### config.mk
export PLATFORM = sky130hd
export DESIGN_NAME = rsi_isqrt
export DESIGN_NICKNAME = d
export VERILOG_FILES = /design/src/design/rsi_isqrt.sv
export SDC_FILE = /design/constraint.sdc
export NUM_CORES = 2
export LEC_CHECK = 0
export BUFFER_PORTS_ARGS = -buffer_cell sky130_fd_sc_hd__buf_2
export CORE_UTILIZATION = 40
export CTS_CLUSTER_DIAMETER = 30
export DETAILED_ROUTE_END_ITERATION = 10
export GPL_TIMING_DRIVEN = 0
export RECOVER_POWER = 100
export SLEW_MARGIN = 20
export SYNTH_ARGS = -nofsm -noshare
export SYNTH_HDL_FRONTEND = slang
export SYNTH_MEMORY_MAX_BITS = 65536
export SYNTH_SLANG_ARGS = --single-unit
### constraint.sdc
create_clock -name i_clk -period 4.3 [get_ports i_clk]
set_input_delay 0.43 -clock i_clk [delete_from_list [all_inputs] [get_ports i_clk]]
set_output_delay 0.43 -clock i_clk [all_outputs]
set_load 0.01 [all_outputs]
### src/design/rsi_isqrt.sv
module rsi_isqrt #(
    parameter int W = 66
) (
    input  logic           i_clk,
    input  logic           i_en,
    input  logic [W-1:0]   i_x,
    output logic [W/2-1:0] o_root
);

    localparam int N = W / 2;

    logic [N+1:0] r_rem  [N];
    logic [N-1:0] r_root [N];
    logic [W-1:0] r_x    [N];

    // one result bit per stage, two radicand bits shifted in each time
    for (genvar k = 0; k < N; k++) begin : g_stage
        logic [N+1:0] rem_in;
        logic [N-1:0] root_in;
        logic [W-1:0] x_in;
        logic [N+3:0] tmp;
        logic [N+3:0] trial;
        logic [N+3:0] diff;
        logic         ge;

        if (k == 0) begin : g_first
            assign rem_in  = '0;
            assign root_in = '0;
            assign x_in    = i_x;
        end else begin : g_next
            assign rem_in  = r_rem[k-1];
            assign root_in = r_root[k-1];
            assign x_in    = r_x[k-1];
        end

        always_comb begin
            tmp   = {rem_in, x_in[W-1:W-2]};
            trial = {2'b00, root_in, 2'b01};
            diff  = tmp - trial;
            ge    = (tmp >= trial);
        end

        always_ff @(posedge i_clk) begin
            if (i_en) begin
                r_rem[k]  <= ge ? diff[N+1:0] : tmp[N+1:0];
                r_root[k] <= {root_in[N-2:0], ge};
                r_x[k]    <= {x_in[W-3:0], 2'b00};
            end
        end
    end

    assign o_root = r_root[N-1];

endmodule

==> flow_metrics.tcl <==
set metrics [dict create \
    ys_seq_area_share_pct 64.8 \
    synth_edf_count 2684 \
    antenna_found_initial 4 \
    cts_buffers 600 \
    layout.nets 11100 \
    finalHoldViolCount 0 \
    drt_iter0_drc 5453 \
    synth_compound_area_share_pct 9.35 \
    pre_cts_ws_ps -860 \
    die_area_sq_mm 0.313 \
    place_congestion 0.871 \
    switching_power_mw 26.2 \
    syn-cell-area_sq_mm 0.124 \
    drc_errors 5 \
    fmax_mhz 242 \
    drive_above_1_share_pct 11.0 \
    combPwrFrac_pct 16.1 \
    die_w_um 560 \
    maxCapViolCount 6 \
    relSlewSlack_pct -108 \
    cts-root-buf "clkbuf_16" \
    violations "DRC, capacitance limit, slew limit" \
    whs_path_depth 2 \
    fin_crit_ps 4130 \
    numPlacedInstances 13800 \
    status "finished with violations" \
    clk_path_buf_depth 4 \
    grt_pass1_wl_um 428000 \
    setup_viol 0 \
    synthFlopType "edfxtp_1" \
    pwr-share-seq_pct 36.7 \
    clockPowerShare_pct 47.2 \
    cts_tree "done" \
    htreeDepth 6 \
    grtUsageTotal_pct 17.1 \
    synth_area_leaders "edfxtp_1 (65%), ha_1 (6.0%), xnor2_1 (3.2%), xor2_1 (3.2%), a21oi_1 (2.5%)" \
    core-area_sq_mm 0.309 \
    power_density_mw_per_mm2 636 \
    p_int_mw 70.5 \
    period_share_pct 96.0 \
    syn_nets 10300 \
    path_class "reg2reg" \
    cts_sinks 2684 \
    synth_simple_gate_area_share_pct 9.78 \
    min_from "i_x[46]" \
    start_kind "flip-flop" \
    insertion_delay_ps 970 \
    total_power_mw 96.7 \
    start_util_pct 40.2 \
    finalSetupTns_ps 0 \
    finalWorstSetupSlack_ps 172 \
    syn_area_per_cell_sq_um 13.0 \
    synth_xor_xnor_area_share_pct 6.41 \
    cp_data_required_time_ps 5070 \
    io_pins 101 \
    die_h_um 560 \
    grt_overflow 0 \
    post-route-util_pct 49.2 \
    ys_warn_count 0 \
    num_rows 204 \
    synth_mux_area_share_pct 0.823 \
    synth_cell_types 89 \
    dp_hpwl_um 194000 \
    end_kind "flip-flop" \
    firstDrtPassIters 11 \
    wl_per_cell_um 18.2 \
    grt_pass1_vias 77600 \
    min_path_type "in2reg" \
    ant_nets 0 \
    fin_cells 15000 \
    cp_max_fo 10 \
    yosysMostFrequentCell "edfxtp_1" \
    r2r_end "r_rem[0][929]$_DFFE_PP_" \
    tightest_slew_ps 3120 \
    async_flop_share_pct 0 \
    port_buffers 100 \
    synth_adder_area_share_pct 5.99 \
    slew_viol_final 636 \
    vias 77100 \
    synth_area_leader_cell "edfxtp_1" \
    grt_start_max_net_pins 150 \
    via_per_inst 5.14 \
    synth_commonest_cells "edfxtp_1 (2684), inv_1 (747), nand2_1 (668)" \
    r2r_setup_slack_ps 170 \
    wirelength_um 273000 \
    reg2reg_from "r_rem[0][880]$_DFFE_PP_" \
    reg2reg_depth 11 \
    ys_seq_elements 2684 \
    leakage_nw 58.6 \
    swShare_pct 27.1 \
    irDropWorstVdd_mv 0.400 \
    synth_top_family_by_area "simple AND/OR/NAND/NOR gates" \
    synth_top_area_share_pct 64.8 \
    min_to "r_x[0][46]$_DFFE_PP_" \
    cp.arrival_ps 4890 \
    skew_ps 41.5 \
    layout-area-overhead-vs-synth_pct 22.2 \
    clk_pin_slew_ps 50 \
    rsz0062_at_grt "no" \
    synth_cells 9596 \
]
==> placed cells by master (no fill, tap or decap), types with 120 or more instances in the layout <==
| master | Yosys | final |
|---|---|---|
| ha_1 | 596 | 596 |
| clkbuf_1 | 163 | 257 |
| nor3_1 | 208 | 206 |
| nor4_1 | 123 | 120 |
| nor2_1 | 625 | 624 |
| nand2_1 | 668 | 668 |
| xnor2_1 | 457 | 457 |
| a21oi_1 | 613 | 610 |
| edfxtp_1 | 2684 | 2684 |
| xor2_1 | 454 | 454 |
| clkbuf_16 | 0 | 606 |
| nand2b_1 | 123 | 123 |
| o21ai_0 | 496 | 494 |
| inv_1 | 747 | 749 |
| a21o_1 | 264 | 264 |
| nand3_1 | 158 | 158 |
==> metal layers <==
metal	wire (um)	global-route usage [%]	vias to the layer above
met4	8620	6.24	4
met2	136000	29.6	1814
li1	-	-	37300
met5	305	0	-
met3	11500	2.76	578
met1	117000	21.4	37400
==> kinds of logic (layout without fill, tap and decap cells) <==
logic type                 Yosys count  in the layout
AOI/OAI and AO/OA                 1890           1890
xor gates and xnor gates           911            911
adders and majority gates          596            596
buffers and inverters              939           2231
DFF                               2684           2684
muxes                               92             92
other                                1              2
and+or+nand+nor                   2483           2483
==> area by class of cell <==
class | instances | area [sq um]
fill | 26800 | 157000
sequential | 2684 | 80600
multi-input combinational | 5973 | 40400
clock buffer | 678 | 15400
clock inverter | 422 | 5190
tap | 4120 | 5150
inverter | 750 | 2820
timing repair buffer | 194 | 1590
buffer | 187 | 766
antenna | 1 | 2.50
==> repair_timing <==
item                                   4_1_cts  5_1_grt
endpoints found under the hold margin       95        0
gates resized for setup                     29       49
setup buffers                                0        1
setup endpoints to repair                  154      583
cloned                                       0        2
hold buffers                                69        0
pin swaps                                    0        4
==> worst max-delay path, stage by stage (launching register included) <==
cell and delay [ps]:
edfxtp_1 410, ha_1 370, and3_1 250, a221o_1 420, a311oi_2 380, o21ai_1 250, a21oi_2 250, a211oi_1 140
or4_1 690, buf_4 290, buf_2 230, a21oi_1 240
==> registers in the layout (all words and copies together), names as in the netlist <==
| signal | count |
|---|---|
| r_rem | 1067 |
| r_root | 561 |
| r_x | 1056 |
==> per-stage QoR <==
stage / hold slack, ps / instance area, sq um
CTS: 51.6 / 152000
finish: 161 / 152000
global placement: 400 / 130000
global route: 105 / 152000
floorplan: 400 / 124000
detailed placement: 405 / 131000
==> power by group through the flow <==
stage / clock network [mW] / registers (mW) / logic (mW)
finish: 45.6 / 35.5 / 15.5
global route: 48.0 / 35.9 / 17.4
CTS: 46.7 / 35.6 / 15.6
detailed placement: 0 / 36.0 / 15.4
global placement: 0 / 38.2 / 15.3
floorplan: 0 / 34.9 / 11.2
==> worst max-delay path by stage <==
stage	from	end	slack, ps	cells after the start
2_1_floorplan	r_rem[0][880]$_DFFE_PP_	r_rem[0][917]$_DFFE_PP_	740	11
3_3_place_gp	i_en	r_x[0][1069]$_DFFE_PP_	-39480	1
3_5_place_dp	r_rem[0][875]$_DFFE_PP_	r_rem[0][930]$_DFFE_PP_	-860	12
4_1_cts	r_root[0][991]$_DFFE_PP_	r_rem[0][1088]$_DFFE_PP_	9	13
5_1_grt	r_root[0][990]$_DFFE_PP_	r_rem[0][1113]$_DFFE_PP_	4	12
6_report	r_rem[0][880]$_DFFE_PP_	r_rem[0][929]$_DFFE_PP_	170	11
Note: power is estimated with default switching activity, not from simulation.
